==> src/hdl/avcc_to_annexb_nal_scanner_top_assert.svh <==
// assertion macros for the avcc to annex b nal scanner
`ifndef AVCC_TO_ANNEXB_NAL_SCANNER_TOP_ASSERT_SVH
`define AVCC_TO_ANNEXB_NAL_SCANNER_TOP_ASSERT_SVH

// same-cycle implication, checked while out of reset
`define ANS_ASSERT_NOW(label, clk, rstn, ante, cons, msg) \
    label: assert property (@(posedge clk) disable iff (!rstn) (ante) |-> (cons)) \
        else $error(msg);

// next-cycle implication, checked while out of reset
`define ANS_ASSERT_NEXT(label, clk, rstn, ante, cons, msg) \
    label: assert property (@(posedge clk) disable iff (!rstn) (ante) |=> (cons)) \
        else $error(msg);

`endif

==> src/hdl/ans_pkg.sv <==
// shared types and constants for the avcc to annex b nal scanner
`default_nettype none

package ans_pkg;

    // fixed field widths
    localparam int unsigned BYTE_W   = 8;
    localparam int unsigned FLAGS_W  = 4;
    localparam int unsigned STATUS_W = 2;
    localparam int unsigned POS_W    = 3;
    localparam int unsigned ACC_W    = 32;   // four length bytes
    localparam int unsigned OUT_TDATA_W = 16;

    // status codes
    localparam logic [STATUS_W-1:0] ST_OK       = 2'd0;
    localparam logic [STATUS_W-1:0] ST_ZERO_LEN = 2'd1;
    localparam logic [STATUS_W-1:0] ST_SHORT    = 2'd2;
    localparam logic [STATUS_W-1:0] ST_TRUNC    = 2'd3;

    // prefix position codes
    localparam logic [POS_W-1:0] POS_LEN0    = 3'd0;
    localparam logic [POS_W-1:0] POS_LEN3    = 3'd3;
    localparam logic [POS_W-1:0] POS_HEADER  = 3'd4;
    localparam logic [POS_W-1:0] POS_PAYLOAD = 3'd5;

    // codec codes
    localparam logic CODEC_H264 = 1'b0;
    localparam logic CODEC_H265 = 1'b1;

    // nal type codes
    localparam logic [4:0] H264_SPS = 5'd7;
    localparam logic [4:0] H264_PPS = 5'd8;
    localparam logic [4:0] H264_IDR = 5'd5;
    localparam logic [5:0] H265_VPS = 6'd32;
    localparam logic [5:0] H265_SPS = 6'd33;
    localparam logic [5:0] H265_PPS = 6'd34;
    localparam logic [5:0] H265_IRAP_LO = 6'd16;
    localparam logic [5:0] H265_IRAP_HI = 6'd23;

    // one result item
    typedef struct packed {
        logic [BYTE_W-1:0]   out_byte;
        logic                end_of_buffer;
        logic [FLAGS_W-1:0]  unit_flags;
        logic [STATUS_W-1:0] status;
    } result_t;

endpackage

`default_nettype wire

==> src/hdl/ans_nal_core.sv <==
// framing state, nal header classification and byte conversion
`default_nettype none

module ans_nal_core #(
    parameter int unsigned NAL_LEN_BITS = 32
) (
    input  wire logic                       aclk,
    input  wire logic                       aresetn,
    input  wire logic                       step,
    input  wire logic                       codec_select,
    input  wire logic [ans_pkg::BYTE_W-1:0] data_byte,
    input  wire logic                       last_byte,
    output ans_pkg::result_t                result
);

    localparam logic [ans_pkg::ACC_W:0] LIMIT_W =
        (({{ans_pkg::ACC_W{1'b0}}, 1'b1}) << NAL_LEN_BITS) - {{ans_pkg::ACC_W{1'b0}}, 1'b1};
    localparam logic [ans_pkg::ACC_W-1:0] LEN_LIMIT = LIMIT_W[ans_pkg::ACC_W-1:0];

    logic [ans_pkg::POS_W-1:0]    pos_reg,   pos_next;
    logic [ans_pkg::ACC_W-1:0]    acc_reg,   acc_next;
    logic [NAL_LEN_BITS-1:0]      rem_reg,   rem_next;
    logic [ans_pkg::FLAGS_W-1:0]  flags_reg, flags_next;
    logic [ans_pkg::STATUS_W-1:0] err_reg,   err_next;

    logic [ans_pkg::ACC_W-1:0]    acc_shift;
    logic [NAL_LEN_BITS-1:0]      rem_dec;
    logic [ans_pkg::BYTE_W-1:0]   ob;

    // presence flag for one nal header byte
    function automatic logic [ans_pkg::FLAGS_W-1:0] classify(
        input logic codec, input logic [ans_pkg::BYTE_W-1:0] hdr);
        logic [4:0] t4;
        logic [5:0] t5;
        logic [ans_pkg::FLAGS_W-1:0] f;
        t4 = hdr[4:0];
        t5 = hdr[6:1];
        f  = '0;
        if (codec == ans_pkg::CODEC_H264) begin
            if (t4 == ans_pkg::H264_SPS)      f = 4'b0001;
            else if (t4 == ans_pkg::H264_PPS) f = 4'b0010;
            else if (t4 == ans_pkg::H264_IDR) f = 4'b0100;
        end else begin
            if (t5 == ans_pkg::H265_VPS)      f = 4'b0001;
            else if (t5 == ans_pkg::H265_SPS) f = 4'b0010;
            else if (t5 == ans_pkg::H265_PPS) f = 4'b0100;
            else if (t5 >= ans_pkg::H265_IRAP_LO && t5 <= ans_pkg::H265_IRAP_HI)
                f = 4'b1000;
        end
        return f;
    endfunction

    assign acc_shift = {acc_reg[ans_pkg::ACC_W-ans_pkg::BYTE_W-1:0], data_byte};
    assign rem_dec   = rem_reg - {{(NAL_LEN_BITS-1){1'b0}}, 1'b1};

    // per-byte state update and result
    always_comb begin
        pos_next   = pos_reg;
        acc_next   = acc_reg;
        rem_next   = rem_reg;
        flags_next = flags_reg;
        err_next   = err_reg;
        ob         = data_byte;
        if (err_reg == ans_pkg::ST_OK) begin
            if (pos_reg < ans_pkg::POS_HEADER) begin
                // length prefix byte becomes a start code byte
                ob       = (pos_reg == ans_pkg::POS_LEN3) ? 8'd1 : 8'd0;
                acc_next = acc_shift;
                pos_next = pos_reg + 3'd1;
                if (pos_reg == ans_pkg::POS_LEN3) begin
                    if (acc_shift == '0)
                        err_next = ans_pkg::ST_ZERO_LEN;
                    else if (codec_select == ans_pkg::CODEC_H265 && acc_shift < 32'd2)
                        err_next = ans_pkg::ST_SHORT;
                    else if (acc_shift > LEN_LIMIT)
                        err_next = ans_pkg::ST_TRUNC;
                    else
                        rem_next = acc_shift[NAL_LEN_BITS-1:0];
                end
            end else begin
                // header or payload byte
                if (pos_reg == ans_pkg::POS_HEADER) begin
                    flags_next = flags_reg | classify(codec_select, data_byte);
                    pos_next   = ans_pkg::POS_PAYLOAD;
                end
                rem_next = rem_dec;
                if (rem_dec == '0) begin
                    pos_next = ans_pkg::POS_LEN0;
                    acc_next = '0;
                end
            end
            if (last_byte && err_next == ans_pkg::ST_OK && pos_next != ans_pkg::POS_LEN0)
                err_next = ans_pkg::ST_TRUNC;
        end

        result.out_byte      = ob;
        result.end_of_buffer = last_byte;
        result.unit_flags    = (last_byte && err_next == ans_pkg::ST_OK) ? flags_next : '0;
        result.status        = last_byte ? err_next : ans_pkg::ST_OK;

        // end of buffer returns to reset
        if (last_byte) begin
            pos_next   = ans_pkg::POS_LEN0;
            acc_next   = '0;
            rem_next   = '0;
            flags_next = '0;
            err_next   = ans_pkg::ST_OK;
        end
    end

    // state registers
    always_ff @(posedge aclk) begin
        if (!aresetn) begin
            pos_reg   <= ans_pkg::POS_LEN0;
            acc_reg   <= '0;
            rem_reg   <= '0;
            flags_reg <= '0;
            err_reg   <= ans_pkg::ST_OK;
        end else if (step) begin
            pos_reg   <= pos_next;
            acc_reg   <= acc_next;
            rem_reg   <= rem_next;
            flags_reg <= flags_next;
            err_reg   <= err_next;
        end
    end

endmodule

`default_nettype wire

==> src/hdl/avcc_to_annexb_nal_scanner_top.sv <==
// top level: input register, nal core, result register and config register
// result path: the accepted item is registered in the input register, then its result in the result register
// throughput: one item per cycle unless a result waiting on m_tready stalls the input, set by the core state update
// the input register can take one item while a finished result waits to be taken, then holds until it is taken
// reset: synchronous active-low aresetn clears all valid bits, the framing state
// and the codec register (h.264); the byte and result data registers are not reset
`default_nettype none

module avcc_to_annexb_nal_scanner_top #(
    parameter int unsigned NAL_LEN_BITS = 32
) (
    input  wire logic        aclk,
    input  wire logic        aresetn,
    // config write channel
    input  wire logic        cfg_valid,
    output logic             cfg_ready,
    input  wire logic [0:0]  cfg_data,     // codec_select
    // input stream
    input  wire logic        s_tvalid,
    output logic             s_tready,
    input  wire logic [7:0]  s_tdata,      // data_byte[7:0]
    input  wire logic        s_tlast,      // last_byte
    // result stream
    output logic             m_tvalid,
    input  wire logic        m_tready,
    output logic [15:0]      m_tdata,      // out_byte[7:0], unit_flags[11:8], status[13:12]
    output logic             m_tlast       // end_of_buffer
);

    logic                        codec_reg;
    logic                        in_valid_reg;
    logic [ans_pkg::BYTE_W-1:0]  in_byte_reg;
    logic                        in_last_reg;
    logic                        out_valid_reg;
    ans_pkg::result_t            out_reg;
    ans_pkg::result_t            core_result;
    logic                        advance;

    // item moves from input register to result register
    assign advance   = in_valid_reg && (!out_valid_reg || m_tready);
    assign s_tready  = !in_valid_reg || advance;
    assign cfg_ready = 1'b1;

    // codec register
    always_ff @(posedge aclk) begin
        if (!aresetn) begin
            codec_reg <= ans_pkg::CODEC_H264;
        end else if (cfg_valid && cfg_ready) begin
            codec_reg <= cfg_data[0];
        end
    end

    // input register
    always_ff @(posedge aclk) begin
        if (!aresetn) begin
            in_valid_reg <= 1'b0;
        end else if (s_tready) begin
            in_valid_reg <= s_tvalid;
        end
    end

    always_ff @(posedge aclk) begin
        if (s_tvalid && s_tready) begin
            in_byte_reg <= s_tdata;
            in_last_reg <= s_tlast;
        end
    end

    ans_nal_core #(
        .NAL_LEN_BITS (NAL_LEN_BITS)
    ) u_core (
        .aclk         (aclk),
        .aresetn      (aresetn),
        .step         (advance),
        .codec_select (codec_reg),
        .data_byte    (in_byte_reg),
        .last_byte    (in_last_reg),
        .result       (core_result)
    );

    // result register
    always_ff @(posedge aclk) begin
        if (!aresetn) begin
            out_valid_reg <= 1'b0;
        end else if (!out_valid_reg || m_tready) begin
            out_valid_reg <= in_valid_reg;
        end
    end

    always_ff @(posedge aclk) begin
        if (advance) begin
            out_reg <= core_result;
        end
    end

    assign m_tvalid = out_valid_reg;
    assign m_tlast  = out_reg.end_of_buffer;
    assign m_tdata  = {2'b00, out_reg.status, out_reg.unit_flags, out_reg.out_byte};

`include "avcc_to_annexb_nal_scanner_top_assert.svh"

    // results before the end of a buffer carry no flags and no status
    `ANS_ASSERT_NOW(a_mid_quiet, aclk, aresetn, m_tvalid && !m_tlast, m_tdata[13:8] == 6'd0, "flags or status on a non-final result")
    // a bad status always comes with cleared flags
    `ANS_ASSERT_NOW(a_bad_no_flags, aclk, aresetn, m_tvalid && m_tdata[13:12] != ans_pkg::ST_OK, m_tdata[11:8] == 4'd0, "flags reported with bad status")
    // an empty input register always takes a new item
    `ANS_ASSERT_NOW(a_empty_ready, aclk, aresetn, !in_valid_reg, s_tready, "input stalled while input register empty")
    // a result left untaken stays valid
    `ANS_ASSERT_NEXT(a_out_kept, aclk, aresetn, out_valid_reg && !m_tready, out_valid_reg && $stable(out_reg), "pending result lost or changed")

endmodule

`default_nettype wire

==> config.mk <==
export PLATFORM = sky130hd
export DESIGN_NAME = avcc_to_annexb_nal_scanner_top
export DESIGN_NICKNAME = d
export VERILOG_FILES = /design/src/hdl/ans_pkg.sv /design/src/hdl/ans_nal_core.sv /design/src/hdl/avcc_to_annexb_nal_scanner_top.sv
export VERILOG_INCLUDE_DIRS = /design/src /design/src/hdl
export SDC_FILE = /design/constraint.sdc
export NUM_CORES = 1
export LEC_CHECK = 0
export BUFFER_PORTS_ARGS = -buffer_cell sky130_fd_sc_hd__buf_2
export CAP_MARGIN = 20
export CORE_MARGIN = 1
export CORE_UTILIZATION = 40
export CTS_BUF_LIST = sky130_fd_sc_hd__clkbuf_16
export CTS_CLUSTER_DIAMETER = 100
export DETAILED_ROUTE_END_ITERATION = 8
export GPL_ROUTABILITY_DRIVEN = 0
export RECOVER_POWER = 25
export SETUP_SLACK_MARGIN = 0.3
export SYNTH_ARGS = -nofsm -noshare
export SYNTH_HDL_FRONTEND = slang
export SYNTH_SLANG_ARGS = --single-unit
export TNS_END_PERCENT = 10
==> constraint.sdc <==
create_clock -name aclk -period 3.3 [get_ports aclk]
set_input_delay 0.33 -clock aclk [delete_from_list [all_inputs] [get_ports aclk]]
set_output_delay 0.33 -clock aclk [all_outputs]
set_load 0.01 [all_outputs]
==> metrics.md <==
| Metric | Value |
|---|---|
| DRT iter0 DRCs | `555` |
| Layout area overhead | `16.1%` |
| Pin count of the biggest net entering global routing | `41` |
| Sequential area share after synthesis | `0.377` |
| Inst Count DP | `837` |
| Layout cells sized above 1 | `0.145` |
| Later-pin clock latency in the skew report | `0.36 ns` |
| Leakage | `0.00239 uW` |
| Setup TNS | `0 ns` |
| DR pass1 iterations | `5` |
| Failing checks | `capacitance limit, slew limit` |
| Status | `finished with violations` |
| Max reg flops | `32` |
| Final worst-path cycle share | `0.896` |
| Mean Syn Cell Area | `8.49 um^2` |
| Cell Pwr Density | `426 nW/um^2` |
| Drc violations | `0` |
| Core area | `13300 um^2` |
| Die X | `120 um` |
| Async S/R FF share, synth | `0` |
| Cells on Worst Hold Path | `1` |
| RSZ-0062 raised after global routing | `yes` |
| I/O pin total | `35` |
| Mapped Cells | `651` |
| Vias | `5296` |
| ANT nets after route | `0` |
| Port bufs | `31` |
| Multi-input logic area | `3200 um^2` |
| H-tree lvl count | `3` |
| Fmax | `338 MHz` |
| Total CTS buffers | `9` |
| Crit-path slowest cell | `or4_4` |
| Dominant cell type by area after synthesis | `dfxtp_1` |
| Critical Path Stages | `9` |
| Vias in the first global route | `4769` |
| Max-Cap Viols | `1` |
| Initial antenna violation count | `0` |
| Hold WC Path Type | `in -> reg` |
| HPWL Detailed | `11300 um` |
| Worst R2R Path Depth | `9` |
| Max Root-Sink Buffers | `2` |
| Final WS setup | `0.344 ns` |
| CTS Sinks | `92` |
| Worst EP required | `3.54 ns` |
| Grt total ovfl | `0` |
| Worst path cell trace | `buf_4 > nor4_4 > nand4_1 > xnor2_1 > or4_4 > nor4_4 > nand3_4 > clkbuf_16 > a221o_1` |
| Core Rows | `42` |
| Mapped Area | `5530 um^2` |
| Post-Place Worst Slack | `0.242 ns` |
| Finished Layout Cells | `865` |
| Root Driver | `clkbuf_16` |
| Register area | `2090 um^2` |
| Min Tclk post-route | `2.96 ns` |
| N_diodes | `0` |
| Crit end category | `flip-flop` |
| Final clock skew | `0.00938 ns` |
| Final Max Slew Viols | `41` |
| Setup CP Type | `reg -> reg` |
| Clock slew at the register clock pins of the worst setup and hold paths | `0.07 ns` |
| Worst Path Max Fanout | `6` |
| Delay-heaviest family, CP | `simple AND/OR/NAND/NOR gates` |
| CP dominant cell by count | `nor4_4` |
| Yosys cell types | `75` |
| Synth area leaders | `dfxtp_1, edfxtp_1, nor2_1, a221o_1, nand2_1` |
| Worst path arrival time | `3.20 ns` |
| Chip Height | `120 um` |
| Final setup viols | `0` |
| TritonCTS clock tree | `done` |
| Crit path largest cell delay | `0.51 ns` |
| Initial Utilization | `0.414` |
| CP bufs+invs | `2` |
| Peak VDD IR | `385 uV` |
| Vias per cell | `6.12` |
| First-pass GRT wire length | `26100 um` |
| Drt wl/cell | `19.2 um` |
| Main synth FF type | `dfxtp_1` |
| Count of final hold-check violations | `0` |
| GRT Resource Usage Total | `0.234` |
| Seq cells post-synth | `92` |
| Number of flops mapped to enable cells by yosys | `24` |
| Slew HR | `-0.131` |
| Die area | `14300 um^2` |
| Ys Warns | `0` |
| Drt total wl | `16600 um` |
| Worst-margin pin slew | `1.70 ns` |
| Fill count | `1293` |
| Startpoint types | `flip-flop` |
| Area fraction of the dominant cell type after synthesis | `0.246` |
| Final nets | `703` |
## where the power goes
group          leakage [uW]  internal [uW]  switching, uW
clock              0.000150            540            514
combinational       0.00146            173            280
sequential         0.000782           1190           36.9
total               0.00239           1900            832
## Yosys cell counts, types with 4 or more instances
library cell  instances
a2111oi_0             6
a21boi_0             12
a21oi_1              22
a221o_1              25
a22oi_1               6
a31oi_1               8
and2_1               11
and3_1                6
buf_2                 7
buf_6                 4
clkbuf_1             38
dfxtp_1              68
edfxtp_1             24
ha_1                  4
inv_1                17
mux2i_1               6
nand2_1              63
nand3_1              11
nand4_1              16
nor2_1               69
nor2b_1              32
nor3_1               16
nor3b_1               4
nor4_1               13
o211a_1               4
o21a_1                6
o21ai_0              40
o22ai_1               4
o2bb2ai_1            25
o31ai_1               4
or4_1                 4
xnor2_1               4
xor2_1               10
## stage by stage
stage           util  hold slack [ns]  instance area (um^2)  power (uW)
3_3_place_gp   0.444            0.476                  5930        1660
6_report       0.480            0.143                  6410        2730
2_1_floorplan      -            0.424                  5530        1520
5_1_grt        0.480            0.126                  6410        2850
4_1_cts        0.468            0.128                  6240        2710
3_5_place_dp   0.444            0.487                  5930        1660
## kinds of logic (layout without fill, tap and decap cells)
| logic type | after synthesis | count (layout) | share of synthesized area |
|---|---|---|---|
| XOR/XNOR | 14 | 14 | 0.0222 |
| multiplexers | 7 | 7 | 0.0129 |
| other | 2 | 3 | 0.00136 |
| adder cells (fa/ha/maj) | 4 | 4 | 0.00906 |
| flip-flops | 92 | 92 | 0.377 |
| AO/OA/AOI/OAI | 187 | 187 | 0.252 |
| AND/OR/NAND/NOR | 275 | 275 | 0.269 |
| buffers and inverters | 70 | 107 | 0.0566 |
## layout make-up
type | instances | area share
Sequential cell | 92 | 0.325
Clock inverter | 7 | 0.0135
Tap cell | 176 | 0.0343
Timing Repair Buffer | 73 | 0.0821
Inverter | 18 | 0.0105
Multi-Input combinational cell | 490 | 0.499
Clock buffer | 9 | 0.0351
## placed cells by master (no fill, tap or decap), types with 8 or more instances in the layout
master	instances
xor2_1	10
nand4_1	16
clkbuf_1	17
nand2_1	63
a31oi_1	8
o21ai_0	39
dfxtp_1	66
nor3_1	16
clkbuf_16	11
inv_1	15
nand3_1	11
edfxtp_1	24
a221o_1	25
buf_2	15
and2_1	10
nor2_1	69
nor2b_1	32
nor4_1	13
buf_4	34
o2bb2ai_1	25
a21boi_0	12
a21oi_1	22
## per-layer routing
layer | wire, um | share of wire | global-route usage | vias up
met5 | 0 | 0 | 0 | -
met2 | 7530 | 0.45 | 0.344 | 231
met1 | 7420 | 0.45 | 0.329 | 2535
li1 | - | - | - | 2488
met4 | 459 | 0.028 | 0.0898 | 0
met3 | 1190 | 0.072 | 0.0551 | 42
## what timing repair did
item / CTS / global route
setup endpoints to repair: 30 / 31
gates cloned: 0 / 4
pin swaps: 1 / 10
resized for setup: 2 / 14
hold buffers: 0 / 0
buffers inserted: 0 / 8
## path summary, 6_finish.rpt
| check | start | endpoint | slack (ns) |
|---|---|---|---|
| worst max-delay path | u_core.rem_reg[0] | u_core.acc_reg[18] | 0.34 |
| worst min-delay path | s_tlast | in_last_reg | 0.14 |
| worst max register to register | u_core.rem_reg[0] | u_core.acc_reg[18] | 0.34 |
| worst min register to register | u_core.flags_reg[2] | u_core.flags_reg[2] | 0.50 |
Power figures use the tool's default switching activity.
